$ cat config.mk
export PLATFORM = sky130hd
export DESIGN_NAME = time_date_string_parser_unit
export DESIGN_NICKNAME = d
export VERILOG_FILES = /design/src/rtl/tdsp_pkg.sv /design/src/rtl/tdsp_front.sv /design/src/rtl/tdsp_queue.sv /design/src/rtl/tdsp_back.sv /design/src/rtl/time_date_string_parser_unit.sv
export SDC_FILE = /design/constraint.sdc
export NUM_CORES = 1
export LEC_CHECK = 0
export ABC_AREA = 0
export BUFFER_PORTS_ARGS = -buffer_cell sky130_fd_sc_hd__buf_4
export CELL_PAD_IN_SITES_DETAIL_PLACEMENT = 2
export CELL_PAD_IN_SITES_GLOBAL_PLACEMENT = 2
export CORE_AREA = 2 2 122 124
export DETAILED_ROUTE_END_ITERATION = 16
export DIE_AREA = 0 0 124 126
export GPL_TIMING_DRIVEN = 0
export HOLD_SLACK_MARGIN = 0.08
export PLACE_DENSITY = 0.93
export SLEW_MARGIN = 5
export SYNTH_ARGS = -nofsm -noshare
export SYNTH_HDL_FRONTEND = slang
export SYNTH_SLANG_ARGS = --single-unit
export TNS_END_PERCENT = 20
$ cat constraint.sdc
create_clock -name clock -period 9.85 [get_ports clock]
set_input_delay 0 -clock clock [delete_from_list [all_inputs] [get_ports clock]]
set_output_delay 0 -clock clock [all_outputs]
set_load 0.02 [all_outputs]
$ cat src/rtl/tdsp_pkg.sv
// shared types and constants for the time and date line parser
// no dependencies; imported by every module of the block

package tdsp_pkg;

   localparam int unsigned CHAR_W        = 8;
   localparam int unsigned NUM_FIELDS    = 6;
   localparam int unsigned FIELD_W       = 8;
   localparam int unsigned INDEX_W       = 3;
   localparam int unsigned DIGIT_W       = 4;
   localparam int unsigned SUM_W         = 11;
   localparam int unsigned REQ_DATA_W    = 8;
   localparam int unsigned RSP_DATA_W    = 40;
   localparam int unsigned QUEUE_DEPTH_D = 2;

   // character codes
   localparam logic [CHAR_W-1:0] CHAR_ZERO    = 8'h30;
   localparam logic [CHAR_W-1:0] CHAR_NINE    = 8'h39;
   localparam logic [CHAR_W-1:0] CHAR_NEWLINE = 8'h0A;
   localparam logic [CHAR_W-1:0] CHAR_NUL     = 8'h00;

   // field limits
   localparam logic [FIELD_W-1:0] HOUR_MAX      = 8'd23;
   localparam logic [FIELD_W-1:0] MIN_SEC_MAX   = 8'd59;
   localparam logic [FIELD_W-1:0] DAY_MAX       = 8'd31;
   localparam logic [FIELD_W-1:0] SHORT_DAY_MAX = 8'd30;
   localparam logic [FIELD_W-1:0] MONTH_MAX     = 8'd12;
   localparam logic [FIELD_W-1:0] YEAR_MAX      = 8'd99;
   localparam logic [SUM_W-1:0]   SUM_MIN       = 11'd6;
   localparam logic [FIELD_W-1:0] ACCUM_SAT     = 8'd255;

   // months with fewer than 31 days
   localparam logic [FIELD_W-1:0] MONTH_FEB = 8'd2;
   localparam logic [FIELD_W-1:0] MONTH_APR = 8'd4;
   localparam logic [FIELD_W-1:0] MONTH_JUN = 8'd6;
   localparam logic [FIELD_W-1:0] MONTH_SEP = 8'd9;
   localparam logic [FIELD_W-1:0] MONTH_NOV = 8'd11;

   // field positions
   localparam int unsigned F_HOUR  = 0;
   localparam int unsigned F_MIN   = 1;
   localparam int unsigned F_SEC   = 2;
   localparam int unsigned F_DAY   = 3;
   localparam int unsigned F_MONTH = 4;
   localparam int unsigned F_YEAR  = 5;

   typedef enum logic [1:0] {
      TOK_DIGIT,
      TOK_SEP,
      TOK_END
   } tok_kind_type;

   typedef struct packed {
      tok_kind_type       kind;
      logic [DIGIT_W-1:0] digit;
   } tok_type;

   typedef struct packed {
      logic [6:0] year_two_digit;
      logic [3:0] month_num;
      logic [4:0] day_of_month;
      logic [5:0] seconds;
      logic [5:0] minutes;
      logic [4:0] hours;
      logic       ok;
   } result_type;

endpackage

$ cat src/rtl/tdsp_front.sv
// front end: classifies each input character into a token
// depends on tdsp_pkg

module tdsp_front
   import tdsp_pkg::*;
(
   input  logic [CHAR_W-1:0] char_in,
   output tok_type           tok
);

   logic [DIGIT_W-1:0] offset;

   assign offset = char_in[DIGIT_W-1:0] - CHAR_ZERO[DIGIT_W-1:0];

   always_comb begin
      tok.digit = offset;
      priority if (char_in >= CHAR_ZERO && char_in <= CHAR_NINE) begin
         tok.kind = TOK_DIGIT;
      end else if (char_in == CHAR_NEWLINE || char_in == CHAR_NUL) begin
         tok.kind = TOK_END;
      end else begin
         tok.kind = TOK_SEP;
      end
   end

endmodule

$ cat src/rtl/tdsp_queue.sv
// short token queue between front end and back end
// depends on tdsp_pkg

module tdsp_queue
   import tdsp_pkg::*;
#(
   parameter int unsigned DEPTH = QUEUE_DEPTH_D
)
(
   input  logic    clock,
   input  logic    reset,
   input  logic    push,
   input  tok_type push_tok,
   output logic    not_full,
   input  logic    pop,
   output logic    not_empty,
   output tok_type head_tok
);

   localparam int unsigned PTR_W = (DEPTH > 1) ? $clog2(DEPTH) : 1;
   localparam int unsigned CNT_W = $clog2(DEPTH + 1);

   tok_type            slot_ff [DEPTH];
   logic [PTR_W-1:0]   wr_ptr_ff, wr_ptr_in;
   logic [PTR_W-1:0]   rd_ptr_ff, rd_ptr_in;
   logic [CNT_W-1:0]   count_ff,  count_in;

   assign not_full  = (count_ff != CNT_W'(DEPTH));
   assign not_empty = (count_ff != '0);
   assign head_tok  = slot_ff[rd_ptr_ff];

   always_comb begin
      wr_ptr_in = wr_ptr_ff;
      rd_ptr_in = rd_ptr_ff;
      count_in  = count_ff;
      if (push) begin
         wr_ptr_in = (wr_ptr_ff == PTR_W'(DEPTH - 1)) ? '0 : wr_ptr_ff + PTR_W'(1);
      end
      if (pop) begin
         rd_ptr_in = (rd_ptr_ff == PTR_W'(DEPTH - 1)) ? '0 : rd_ptr_ff + PTR_W'(1);
      end
      if (push && !pop) begin
         count_in = count_ff + CNT_W'(1);
      end else if (pop && !push) begin
         count_in = count_ff - CNT_W'(1);
      end
   end

   always_ff @(posedge clock) begin
      if (reset) begin
         wr_ptr_ff <= '0;
         rd_ptr_ff <= '0;
         count_ff  <= '0;
      end else begin
         wr_ptr_ff <= wr_ptr_in;
         rd_ptr_ff <= rd_ptr_in;
         count_ff  <= count_in;
      end
   end

   always_ff @(posedge clock) begin
      if (push) begin
         slot_ff[wr_ptr_ff] <= push_tok;
      end
   end

endmodule

$ cat src/rtl/tdsp_back.sv
// back end: digit accumulation, field stepping, line validation, result register
// depends on tdsp_pkg

module tdsp_back
   import tdsp_pkg::*;
(
   input  logic       clock,
   input  logic       reset,
   input  logic       tok_valid,
   input  tok_type    tok,
   output logic       tok_pop,
   output logic       rsp_valid,
   input  logic       rsp_ready,
   output result_type rsp
);

   logic [FIELD_W-1:0] accum_ff [NUM_FIELDS];
   logic [FIELD_W-1:0] accum_in [NUM_FIELDS];
   logic [INDEX_W-1:0] index_ff, index_in;
   logic               rsp_valid_ff, rsp_valid_in;
   result_type         rsp_ff, rsp_in;

   logic               slot_free;
   logic               index_live;
   logic [FIELD_W-1:0] cur;
   logic [11:0]        next_val;
   logic [SUM_W-1:0]   sum;
   logic               short_month;
   logic               line_ok;

   assign slot_free  = !rsp_valid_ff || rsp_ready;
   assign tok_pop    = tok_valid && (tok.kind != TOK_END || slot_free);
   assign index_live = (index_ff < INDEX_W'(NUM_FIELDS));
   assign cur        = index_live ? accum_ff[index_ff] : '0;

   // accum*10 + digit, saturating at the top of the byte
   assign next_val = {1'b0, cur, 3'b000} + {3'b000, cur, 1'b0} + {8'h00, tok.digit};

   always_comb begin
      sum = '0;
      for (int k = 0; k < NUM_FIELDS; k++) begin
         sum = sum + SUM_W'(accum_ff[k]);
      end
   end

   assign short_month = (accum_ff[F_MONTH] == MONTH_FEB) || (accum_ff[F_MONTH] == MONTH_APR)
                     || (accum_ff[F_MONTH] == MONTH_JUN) || (accum_ff[F_MONTH] == MONTH_SEP)
                     || (accum_ff[F_MONTH] == MONTH_NOV);

   assign line_ok = (sum >= SUM_MIN)
                 && (accum_ff[F_HOUR]  <= HOUR_MAX)
                 && (accum_ff[F_MIN]   <= MIN_SEC_MAX)
                 && (accum_ff[F_SEC]   <= MIN_SEC_MAX)
                 && (accum_ff[F_DAY]   <= DAY_MAX)
                 && !((accum_ff[F_DAY] > SHORT_DAY_MAX) && short_month)
                 && (accum_ff[F_MONTH] <= MONTH_MAX)
                 && (accum_ff[F_YEAR]  <= YEAR_MAX);

   always_comb begin
      accum_in     = accum_ff;
      index_in     = index_ff;
      rsp_valid_in = rsp_valid_ff && !rsp_ready;
      rsp_in       = rsp_ff;
      if (tok_pop) begin
         unique case (tok.kind)
            TOK_DIGIT: begin
               if (index_live) begin
                  accum_in[index_ff] = (next_val > {4'h0, ACCUM_SAT}) ? ACCUM_SAT
                                                                      : next_val[FIELD_W-1:0];
               end
            end
            TOK_SEP: begin
               if (index_live) begin
                  index_in = index_ff + INDEX_W'(1);
               end
            end
            TOK_END: begin
               rsp_valid_in = 1'b1;
               if (line_ok) begin
                  rsp_in.ok             = 1'b1;
                  rsp_in.hours          = accum_ff[F_HOUR][4:0];
                  rsp_in.minutes        = accum_ff[F_MIN][5:0];
                  rsp_in.seconds        = accum_ff[F_SEC][5:0];
                  rsp_in.day_of_month   = accum_ff[F_DAY][4:0];
                  rsp_in.month_num      = accum_ff[F_MONTH][3:0];
                  rsp_in.year_two_digit = accum_ff[F_YEAR][6:0];
               end else begin
                  rsp_in = '0;
               end
               for (int k = 0; k < NUM_FIELDS; k++) begin
                  accum_in[k] = '0;
               end
               index_in = '0;
            end
            default: begin
               index_in = index_ff;
            end
         endcase
      end
   end

   always_ff @(posedge clock) begin
      if (reset) begin
         for (int k = 0; k < NUM_FIELDS; k++) begin
            accum_ff[k] <= '0;
         end
         index_ff     <= '0;
         rsp_valid_ff <= 1'b0;
      end else begin
         accum_ff     <= accum_in;
         index_ff     <= index_in;
         rsp_valid_ff <= rsp_valid_in;
      end
   end

   always_ff @(posedge clock) begin
      rsp_ff <= rsp_in;
   end

   assign rsp_valid = rsp_valid_ff;
   assign rsp       = rsp_ff;

endmodule

$ cat src/rtl/time_date_string_parser_unit.sv
// top level of the time and date line parser
// depends on tdsp_pkg, tdsp_front, tdsp_queue, tdsp_back
//
//   channel | dir | words                     | tdata fields, lowest bit up
//   req_    | in  | one ascii char per word   | char_in[7:0]
//   rsp_    | out | one word per ended line   | ok, hours, minutes, seconds,
//           |     |                           | day_of_month, month_num, year_two_digit
//
// one character per cycle sustained while the queue is not full; a result word
// is registered: its newline or nul passes through a queue slot, then the
// result register, before the word is presented on rsp_
// synchronous active-high reset clears the queue, accumulators, field index
// and the result valid flag
// a stalled rsp_ halts the queue only when a line-ending token reaches its head
// while a result word still waits; everything behind it waits too, and
// req_tready drops once the queue is full

module time_date_string_parser_unit
   import tdsp_pkg::*;
#(
   parameter int unsigned QUEUE_DEPTH = QUEUE_DEPTH_D
)
(
   input  logic                  clock,
   input  logic                  reset,
   // input stream
   input  logic                  req_tvalid,
   output logic                  req_tready,
   input  logic [REQ_DATA_W-1:0] req_tdata,  // char_in[7:0]
   // result stream
   output logic                  rsp_tvalid,
   input  logic                  rsp_tready,
   output logic [RSP_DATA_W-1:0] rsp_tdata   // ok[0], hours[5:1], minutes[11:6],
                                              // seconds[17:12], day_of_month[22:18],
                                              // month_num[26:23], year_two_digit[33:27],
                                              // zero[39:34]
);

   tok_type    front_tok;
   tok_type    head_tok;
   logic       q_not_full;
   logic       q_not_empty;
   logic       q_pop;
   result_type rsp;

   // classify the incoming character
   tdsp_front u_front (
      .char_in (req_tdata[CHAR_W-1:0]),
      .tok     (front_tok)
   );

   // decouples classification from execution
   tdsp_queue #(
      .DEPTH (QUEUE_DEPTH)
   ) u_queue (
      .clock     (clock),
      .reset     (reset),
      .push      (req_tvalid && q_not_full),
      .push_tok  (front_tok),
      .not_full  (q_not_full),
      .pop       (q_pop),
      .not_empty (q_not_empty),
      .head_tok  (head_tok)
   );

   // accumulate fields and validate finished lines
   tdsp_back u_back (
      .clock     (clock),
      .reset     (reset),
      .tok_valid (q_not_empty),
      .tok       (head_tok),
      .tok_pop   (q_pop),
      .rsp_valid (rsp_tvalid),
      .rsp_ready (rsp_tready),
      .rsp       (rsp)
   );

   assign req_tready = q_not_full;
   // packed struct has ok in the lowest bit; pad up to whole bytes
   assign rsp_tdata  = {(RSP_DATA_W - $bits(result_type))'(0), rsp};

endmodule
======== After elaboration in Yosys (flattened, before gate mapping) ========
Memory sizes are Yosys's and may differ from the RTL's. A register that Yosys moved wholly into a read port is not among the register bits.
Cells that the tools add are included.
storage, ports and cells
  memories ................................ 1
  bits in writable memories ............... 12
  register bits after elaboration ......... 90
  bits of input ports ..................... 12
operators by class
  bitwise gates (word level) .............. 1
  equality and inequality tests ........... 12
  reductions and logical operators ........ 36
  muxes and demuxes ....................... 25
  $add $sub $neg .......................... 12
  order comparisons ....................... 14
memories
  memory           depth  width  rd ports  clocked after memory_dff  write ports  RTL line          RTL
  u_queue.slot_ff  2      6      1         1                         1            tdsp_queue.sv:23  tok_type slot_ff [DEPTH];
operators by type and width
  kind                                                                               count
  48-bit case mux with 2 select lines                                                1
  48-bit bitwise mux                                                                 1
  48-bit two-way mux                                                                 1
  8-bit two-way mux                                                                  5
  11-bit by 8-bit adder with 11-bit output                                           3
  8-bit binary-select mux with 3-bit select                                          1
  8-bit demux with 3-bit select                                                      1
  8-bit by 4-bit equality test with 1-bit output (second input constant)             3
  8-bit by 6-bit <= comparator with 1-bit output (second input constant)             3
  8-bit by 3-bit equality test with 1-bit output (second input constant)             2
  8-bit by 5-bit <= comparator with 1-bit output (second input constant)             2
  1-bit logical AND                                                                  15
  11-bit by 9-bit adder with 12-bit output                                           1
  12-bit by 4-bit adder with 12-bit output                                           1
  12-bit by 8-bit greater-than comparator with 1-bit output (second input constant)  1
  11-bit by 3-bit >= comparator with 1-bit output (second input constant)            1
  9-bit by 8-bit adder with 10-bit output                                            1
  8-bit by 8-bit adder with 9-bit output                                             1
  1-bit two-way mux                                                                  9
  8-bit by 2-bit equality test with 1-bit output (second input constant)             1
  8-bit by 6-bit >= comparator with 1-bit output (second input constant)             1
  8-bit by 5-bit greater-than comparator with 1-bit output (second input constant)   1
  8-bit by 4-bit <= comparator with 1-bit output (second input constant)             1
  8-bit by 7-bit <= comparator with 1-bit output (second input constant)             1
  22 further kinds                                                                   42

======== Depth between registers and ports, before layout ========
Gate-level depths: netlist (run 1).
  depth in word-level cells ............... 14
  depth in mapped cells ................... 23

======== Cells and area by module ========
From an unflattened synthesis (run 1), not the netlist that was laid out.
unflattened totals
  cells, all modules ...................... 593
  area, all modules ....................... 5,924.4 sq um
modules (own cells, without submodules)
  module                        seq. area each (sq um)  area an instance (sq um)  times used  cells an instance
  tdsp_back                     2,062.0                 5,148.7                   1           533
  tdsp_queue                    460.4                   639.4                     1           41
  tdsp_front                    0.0                     81.3                      1           11
  time_date_string_parser_unit  0.0                     55.1                      1           8

======== Worst setup path after synthesis (run 1) ========
OpenSTA, ideal clock, no wires.
  kind .................................... register -> register
  start point ............................. register u_back.accum_ff[25] (netlist bit)
  end point ............................... register u_back.rsp_ff, in the netlist u_back.rsp[12] (data pin)
  buffers on the path ..................... 1
  setup slack ............................. 5,074 ps
  required time ........................... 9,595 ps
  cell stages (with the launch flop) ...... 23
  data arrival time ....................... 4,521 ps
  path through ............................ dfxtp_1 -> inv_1 -> fa_1 -> inv_1 -> ha_1 -> inv_1 -> fa_1 -> nor2b_1 -> o21ai_0 -> nand2b_1 -> a21o_1 -> a21o_1 -> xnor2_1 -> fa_1 -> inv_1 -> fa_1 -> ha_1 -> nor3_1 -> o22ai_1 -> nor4_1 -> a221oi_2 -> buf_2 -> and2_1
between the ends
  word-level cells in the longest chain between the ends .. 12
  elaborated cells on any way between the ends .. 13
  those cells by class .................... 4 x add/sub; 2 x order compare; 7 x reduce/logical
ends and longest elaborated chain
  element                                                 RTL line          RTL
  start, declared                                         tdsp_back.sv:17   logic [FIELD_W-1:0] accum_ff [NUM_FIELDS];
  start signal, assigned                                  tdsp_back.sv:110  accum_ff <= accum_in;
  9-bit by 8-bit adder with 10-bit output                 tdsp_back.sv:42   sum = sum + SUM_W'(accum_ff[k]);
  11-bit by 8-bit adder with 11-bit output (3 in series)  tdsp_back.sv:42
  11-bit by 3-bit >= comparator with 1-bit output         tdsp_back.sv:50   assign line_ok = (sum >= SUM_MIN)
  1-bit logical AND                                       tdsp_back.sv:51   && (accum_ff[F_HOUR] <= HOUR_MAX)
  1-bit logical AND                                       tdsp_back.sv:52   && (accum_ff[F_MIN] <= MIN_SEC_MAX)
  1-bit logical AND (*)                                   tdsp_back.sv:53   && (accum_ff[F_SEC] <= MIN_SEC_MAX)
  1-bit logical AND (*)                                   tdsp_back.sv:54   && (accum_ff[F_DAY] <= DAY_MAX)
  1-bit logical AND (*)                                   tdsp_back.sv:55   && !((accum_ff[F_DAY] > SHORT_DAY_MAX) && short_month)
  1-bit logical AND (*)                                   tdsp_back.sv:56   && (accum_ff[F_MONTH] <= MONTH_MAX)
  1-bit logical AND (*)                                   tdsp_back.sv:57   && (accum_ff[F_YEAR] <= YEAR_MAX);
  via u_back.line_ok                                      tdsp_back.sv:29   logic line_ok;
  end signal, assigned                                    tdsp_back.sv:117  rsp_ff <= rsp_in;
  end, declared                                           tdsp_back.sv:21   result_type rsp_ff, rsp_in;
The timed path passes the listed nets; every way through them passes the cells marked *.
A chain may end at the register's enable or synchronous reset.

======== Worst setup path in the final report (run 1) ========
  start point ............................. register u_back.accum_ff[33] (netlist bit)
  end point ............................... register u_back.rsp_ff, in the netlist u_back.rsp[5] (data pin)
between the ends
  word-level cells in the longest chain between the ends .. 13
  elaborated cells on any way between the ends .. 14
  those cells by class .................... 5 x add/sub; 2 x order compare; 7 x reduce/logical
ends and longest elaborated chain
  element                                                 RTL line
  8-bit by 8-bit adder with 9-bit output                  tdsp_back.sv:42
  9-bit by 8-bit adder with 10-bit output                 tdsp_back.sv:42
  11-bit by 8-bit adder with 11-bit output (3 in series)  tdsp_back.sv:42
  11-bit by 3-bit >= comparator with 1-bit output         tdsp_back.sv:50
  1-bit logical AND                                       tdsp_back.sv:51
  1-bit logical AND (*)                                   tdsp_back.sv:52
  1-bit logical AND (*)                                   tdsp_back.sv:53
  1-bit logical AND (*)                                   tdsp_back.sv:54
  1-bit logical AND (*)                                   tdsp_back.sv:55
  1-bit logical AND (*)                                   tdsp_back.sv:56
  1-bit logical AND (*)                                   tdsp_back.sv:57
Every way passes the cells marked *; elsewhere a longest branch is shown, timed or not.

==> results of run 1 <==
layout make-up:
type,count,area [µm²]
fillers,1489,7292
well taps,184,230.2
flip-flops and latches,103,2522
plain buffers,24,123.9
multi-input cells,396,3277
inverters,48,180.2
clock buffers,9,225.2
clock inverters,7,60.06
repair buffers,52,402.9
registers in the layout (all words and copies together) (netlist names), named ones only:
| register | flops |
|---|---|
| u_back.index_ff | 3 |
| u_back.rsp | 34 |
| u_back.accum_ff | 48 |
| u_queue.rd_ptr_ff | 1 |
| u_queue.slot_ff | 12 |
| u_back.rsp_valid | 1 |
| u_queue.wr_ptr_ff | 1 |
| u_queue.count_ff | 2 |
how the worst max path moves through the flow:
stage	end	depth (start not counted)
after floorplan	u_back.rsp[12]	22
after global placement	u_back.rsp[33]	23
after detailed placement	u_back.rsp[5]	23
after CTS	u_back.rsp[5]	23
after global routing	u_back.rsp[5]	23
final	u_back.rsp[5]	23
where the power goes:
part	internal, µW	total (µW)	switching (µW)
logic	163	522	358
clock network	178	362	185
registers	476	500	24.1
cells by family (layout without fill, tap and decap cells):
group                    after synthesis  in the layout
AO/OA/AOI/OAI                        132            132
buffers and inverters                 72            140
adder cells (fa/ha/maj)               62             62
XOR/XNOR                              14             14
flip-flops                           103            103
AND/OR/NAND/NOR                      163            163
other                                  1              6
multiplexers                          19             19
Yosys cell counts (2+ instances only):
library cell | instances | share of area (%)
or4_1 | 3 | 0.37
a22oi_1 | 4 | 0.49
a21oi_2 | 2 | 0.29
or3_1 | 2 | 0.21
o41ai_1 | 2 | 0.29
a22o_1 | 16 | 2.3
mux2_2 | 9 | 1.7
nand3_1 | 11 | 0.90
buf_1 | 2 | 0.12
dfxtp_1 | 57 | 19
fa_1 | 27 | 8.9
edfxtp_1 | 46 | 23
mux2i_1 | 9 | 1.5
a31oi_1 | 2 | 0.21
xor2_1 | 7 | 1.0
a21o_1 | 4 | 0.49
and2_1 | 37 | 3.8
buf_2 | 7 | 0.58
o2bb2ai_1 | 36 | 5.2
a21oi_1 | 27 | 2.2
o21ai_0 | 15 | 1.2
xnor2_1 | 7 | 1.0
nor4_1 | 6 | 0.62
nand2_1 | 17 | 1.0
buf_4 | 6 | 0.74
nor2b_1 | 8 | 0.82
o22ai_1 | 5 | 0.51
clkbuf_2 | 2 | 0.16
nand4_1 | 4 | 0.41
clkbuf_1 | 7 | 0.43
a211oi_1 | 6 | 0.74
nor3_1 | 12 | 0.99
nand2b_1 | 7 | 0.72
nor2_1 | 33 | 2.0
ha_1 | 35 | 7.2
nand3b_1 | 3 | 0.37
nor3_4 | 6 | 1.6
a221oi_1 | 2 | 0.29
inv_1 | 47 | 2.9
and3_1 | 7 | 0.72
or2_2 | 3 | 0.31
repair_timing:
item | in CTS | in global routing
endpoints found under the hold margin | 11 | 0
setup buffers | 0 | 0
hold buffers | 5 | 0
worst reg2reg max path, stage by stage, from the launching register on:
cell and delay [ns]:
dfxtp_1 0.43, inv_1 0.11, fa_1 0.55, inv_1 0.13, ha_1 0.25, inv_1 0.07
fa_1 0.40, nor2b_1 0.15, o21ai_0 0.11, nand2b_1 0.16, a21o_1 0.16, a21o_1 0.17
xnor2_1 0.10, fa_1 0.55, inv_1 0.06, fa_1 0.46, ha_1 0.33, nor2b_1 0.17
nor3_1 0.18, o22ai_1 0.13, nor4_1 0.41, a221oi_2 0.23, clkbuf_2 0.26, and2_1 0.24
metrics by stage:
step | setup WS (ns) | total power, µW
4_1_cts | 3.885 | 1386
2_1_floorplan | 5.074 | 850.9
3_3_place_gp | 4.446 | 976.0
5_1_grt | 3.565 | 1454
3_5_place_dp | 4.004 | 1020
6_report | 3.799 | 1384
metal layers:
metal | routed length, µm | GRT usage, % | vias up
li1 | - | - | 2173
met1 | 7940 | 32.77 | 2477
met2 | 11210 | 51.00 | 177
met3 | 936 | 4.438 | 67
met4 | 901 | 12.62 | 0
met5 | 0 | 0 | -
==> impl_metrics.tcl, run 1 <==
set metrics [dict create \
    grt_pass1_wl_um 32840 \
    hold_path_class "in2reg" \
    fin_worst_skew_ns 0.01269 \
    slew_headroom_pct 33.38 \
    final_max_slew_viol_count 0 \
    syn_avg_cell_area_um2 10.75 \
    instances_no_fill 823 \
    startpoint "u_back.accum_ff[33]" \
    io_buffers 47 \
    fp.dieW_um 124 \
    tightest_slew_ns 0.9993 \
    synth_top_flop_cell "dfxtp_1" \
    dpl.cell_count 802 \
    synth-seq-cells 103 \
    reg2regPathDepth 23 \
    drt_iter0_drc 354 \
    synth_top_family_by_area "compound AO/OA/AOI/OAI gates" \
    place_area_mm2 0.006686 \
    seq_area_frac_synth_pct 41.46 \
    final_core_util_pct 49.06 \
    outcome "completed" \
    synth-warning-count 0 \
    grt_pass1_vias 5564 \
    viasPerCell 5.947 \
    setup_violations 0 \
    wl_per_cell_um 25.50 \
    final_antenna_net_count 0 \
    cts_buffer_depth 2 \
    drt_wl_total_um 20980 \
    cts_tree "done" \
    start_util_pct 42.50 \
    r2r_slack_ns 3.80 \
    nets 708 \
    async_flop_share_pct 0 \
    antenna_found_initial 0 \
    drive_gt1_share_pct 16.43 \
    rsz0062_at_grt "no" \
    crit_fanout 10 \
    via_count 4894 \
    timing.final.hold_violations 0 \
    final_common_cell "dfxtp_1" \
    max-cap-violations 0 \
    cts_resized 0 \
    core_mm2 0.01431 \
    netlist_instances 566 \
    fin_crit_ns 6.051 \
    synth_enable_flop_cells 46 \
    worstPathArrival_ns 6.16 \
    boundaryPins 54 \
    synth-simple-area-share_pct 15.73 \
    yosys.area_share.xor_xnor_pct 2.016 \
    antenna-diode-count 0 \
    yosys.area_share.adder_pct 16.08 \
    gr-total-overflow 0 \
    critical_path_class "reg2reg" \
    peakVddDrop_mv 0.1106 \
    tns_ns 0 \
    final_cell_mix "57 x dfxtp_1, 53 x buf_4, 47 x inv_1" \
    min_period_over_period_pct 61.43 \
    clock_latency_ns 0.36 \
    path_clk_slew_ns 0.08 \
    hold_depth 4 \
    route.detailed.drc 0 \
    grtUsageTotal_pct 28.37 \
    htreeDepth 3 \
    end_kind "flip-flop" \
    path_buf_inv 5 \
    critPathLaunchType "flip-flop" \
    rr_startpoint "u_back.accum_ff[33]" \
    gp_congestion 0.8826 \
    cts_made_buffers 9 \
    cts-root-buf "clkbuf_16" \
    hold_path_end "u_queue.slot_ff[1][5]" \
    hpwl_um 16090 \
    critPathRequiredTime_ns 9.96 \
    max_clock_freq_mhz 165.3 \
    hold_start "req_tdata[5]" \
    critPathSlowestCell "fa_1" \
    std_cell_rows 44 \
    slowest_delay_ns 0.55 \
    critical-path-top-delay-family "adder cells" \
    dr.pass1.iters 5 \
    synth_compound_area_share_pct 16.13 \
    design.die.area_mm2 0.01562 \
    synth_mux_area_share_pct 3.517 \
    fin_area_mm2 0.007022 \
    power_density_mw_per_mm2 197.1 \
    cts.sinks 103 \
    synth_area_mm2 0.006083 \
    yosysUniqueCellTypes 59 \
    crit_chain "inv_1, fa_1, inv_1, ha_1, inv_1, fa_1, nor2b_1, o21ai_0, nand2b_1, a21o_1, a21o_1, xnor2_1, fa_1, inv_1, fa_1, ha_1, nor2b_1, nor3_1, o22ai_1, nor4_1, a221oi_2, clkbuf_2, and2_1" \
    fp.dieH_um 126 \
    areaGrowthSynthToFinish_pct 15.43 \
    reg2reg_to "u_back.rsp[5]" \
    grt_max_degree 36 \
    total_leakage_power_uw 0.002981 \
    holdWs_ns 0.09088 \
]
Power figures use the tool's default switching activity.
==> run 2, diff against run 1 <==
--- a/config.mk
+++ b/config.mk
@@ -9,12 +9,12 @@
 export BUFFER_PORTS_ARGS = -buffer_cell sky130_fd_sc_hd__buf_4
 export CELL_PAD_IN_SITES_DETAIL_PLACEMENT = 2
 export CELL_PAD_IN_SITES_GLOBAL_PLACEMENT = 2
-export CORE_AREA = 2 2 122 124
+export CORE_AREA = 2 2 127 129
 export DETAILED_ROUTE_END_ITERATION = 16
-export DIE_AREA = 0 0 124 126
+export DIE_AREA = 0 0 129 131
 export GPL_TIMING_DRIVEN = 0
 export HOLD_SLACK_MARGIN = 0.08
-export PLACE_DENSITY = 0.93
+export PLACE_DENSITY = 0.87
 export SLEW_MARGIN = 5
 export SYNTH_ARGS = -nofsm -noshare
 export SYNTH_HDL_FRONTEND = slang
==> constraint.sdc (replaced) <==
create_clock -name clock -period 6.06 [get_ports clock]
set_input_delay 0 -clock clock [delete_from_list [all_inputs] [get_ports clock]]
set_output_delay 0 -clock clock [all_outputs]
set_load 0.02 [all_outputs]
==> run 2 against run 1 <==
Setup slack worse by 3.4 ns. Hold slack better by 0.018 ns. Final area increased by 1.0%. Final cell count grew 3.8%. Register-to-register slack worse by 3.4 ns. Sequential power increased by 62%. Clock skew decreased by 0.0048 ns. Count of clock-buffer cells in the layout up 1. Critical endpoint is now u_back.rsp[17]. Largest cell class unchanged. Largest power group unchanged.
==> impl_metrics.tcl, run 2 (same netlist as run 1, synthesis figures left out) <==
set metrics [dict create \
    end_kind "flip-flop" \
    fillerInstances 1642 \
    grtUsageTotal_pct 24.41 \
    fin_crit_ns 5.674 \
    antenna-diode-count 0 \
    route.detailed.drc 0 \
    via_count 4826 \
    gp_congestion 0.8951 \
    peakVddDrop_mv 0.1912 \
    p_total_uw 2259 \
    fp.dieW_um 129 \
    wl_per_cell_um 23.10 \
    outcome "completed" \
    total_leakage_power_uw 0.002989 \
    drt_iter0_drc 227 \
    critPathLaunchType "flip-flop" \
    rsz0062_at_grt "no" \
    start_util_pct 39.00 \
    holdWs_ns 0.1090 \
    boundaryPins 54 \
    grt_pass1_wl_um 30750 \
    antenna_found_initial 0 \
    hpwl_um 14900 \
    max-cap-violations 0 \
    slowest_delay_ns 0.54 \
    fp.dieH_um 131 \
    areaGrowthSynthToFinish_pct 16.60 \
    largest_register "u_back.accum_ff" \
    cts_made_buffers 9 \
    htreeDepth 3 \
    hold_path_class "in2reg" \
    cts_buffer_depth 2 \
    critical_path_class "reg2reg" \
    cts.sinks 103 \
    crit_fanout 10 \
    largest_register_ffs 48 \
    crit_chain "inv_1, fa_1, inv_1, ha_1, inv_1, fa_1, nor2b_1, o21ai_0, nand2b_1, a21o_1, a21o_1, xnor2_1, fa_1, inv_1, fa_1, ha_1, nor2b_1, nor3_1, o22ai_1, nor4_2, a221oi_4, clkbuf_2, and2_1" \
    power_density_mw_per_mm2 318.5 \
    drt_wl_total_um 19730 \
    clock_latency_ns 0.36 \
    nets 707 \
    grt_max_degree 36 \
    io_buffers 47 \
    dr.pass1.iters 4 \
    tns_ns 0 \
    cts-root-buf "clkbuf_16" \
    worstPathArrival_ns 5.79 \
    final_antenna_net_count 0 \
    cts_tree "done" \
    slew_headroom_pct 28.07 \
    post_cts_buffers 0 \
    final_common_cell "dfxtp_1" \
    timing.final.hold_violations 0 \
    setup_violations 0 \
    core_mm2 0.01560 \
    std_cell_rows 46 \
    critPathSlowestCell "fa_1" \
    tightest_slew_ns 1.079 \
    final_max_slew_viol_count 0 \
    path_clk_slew_ns 0.08 \
    min_period_over_period_pct 93.63 \
    grt_pass1_vias 5358 \
    design.die.area_mm2 0.01690 \
    critPathRequiredTime_ns 6.18 \
    max_clock_freq_mhz 176.2 \
    final_cell_mix "57 x dfxtp_1, 53 x buf_4, 47 x inv_1" \
    fin_worst_skew_ns 0.007886 \
    viasPerCell 5.651 \
    drive_gt1_share_pct 16.61 \
    gr-total-overflow 0 \
]
==> run 2: final cells by class <==
cell class | count | area, µm² | share of cell area, %
Tap cell | 216 | 270.3 | 3.810
Multi-Input combinational cell | 396 | 3294 | 46.45
Inverter | 48 | 180.2 | 2.540
Buffer | 24 | 123.9 | 1.746
Timing Repair Buffer | 51 | 392.9 | 5.539
Clock buffer | 10 | 250.2 | 3.528
Sequential cell | 103 | 2522 | 35.56
Clock inverter | 6 | 58.81 | 0.8291
==> run 2: what timing repair did <==
item / 4_1_cts / 5_1_grt
endpoints found under the setup margin: 0 / 14
endpoints found under the hold margin: 10 / 0
hold buffers: 4 / 0
resized for setup: 0 / 2
==> run 2: critical path, delay by kind of cell, from the launching register on <==
family | cells | cell delay, ns
fa+ha+maj | 6 | 2.45
simple gates | 6 | 1.19
compound gates | 5 | 0.71
buf+inv | 5 | 0.57
flops | 1 | 0.42
xor+xnor | 1 | 0.10
==> run 2: metrics by stage <==
stage	utilization, %	area [µm²]	setup slack (ns)	instances
2_1_floorplan	-	6102	1.284	571
3_3_place_gp	43.12	6725	0.6705	834
6_report	45.48	7093	0.3861	854
5_1_grt	45.48	7093	0.003542	854
3_5_place_dp	43.13	6726	0.3537	834
4_1_cts	45.36	7076	0.2736	854
==> run 2: routing by layer <==
metal	wire length, µm	track usage [%]	share of wire [%]
met1	7697	27.39	39
met2	10630	46.90	54
met3	738	3.461	3.7
met4	659	9.015	3.3
met5	0	0	0
==> run 2: report_power, final <==
part           leakage (µW)  total, µW  internal (µW)  switching [µW]
clock              0.000153        606            314             293
sequential         0.000904        810            773            36.5
combinational       0.00193        843            270             574
==> run 2: worst paths after layout <==
kind | start | endpoint | slack [ns] | depth (start not counted)
min reg2reg | u_back.accum_ff[7] | u_back.accum_ff[7] | 0.52 | 1
min | req_tvalid | u_queue.wr_ptr_ff | 0.11 | 4
max reg2reg | u_back.accum_ff[33] | u_back.rsp[17] | 0.39 | 23
max | u_back.accum_ff[33] | u_back.rsp[17] | 0.39 | 23
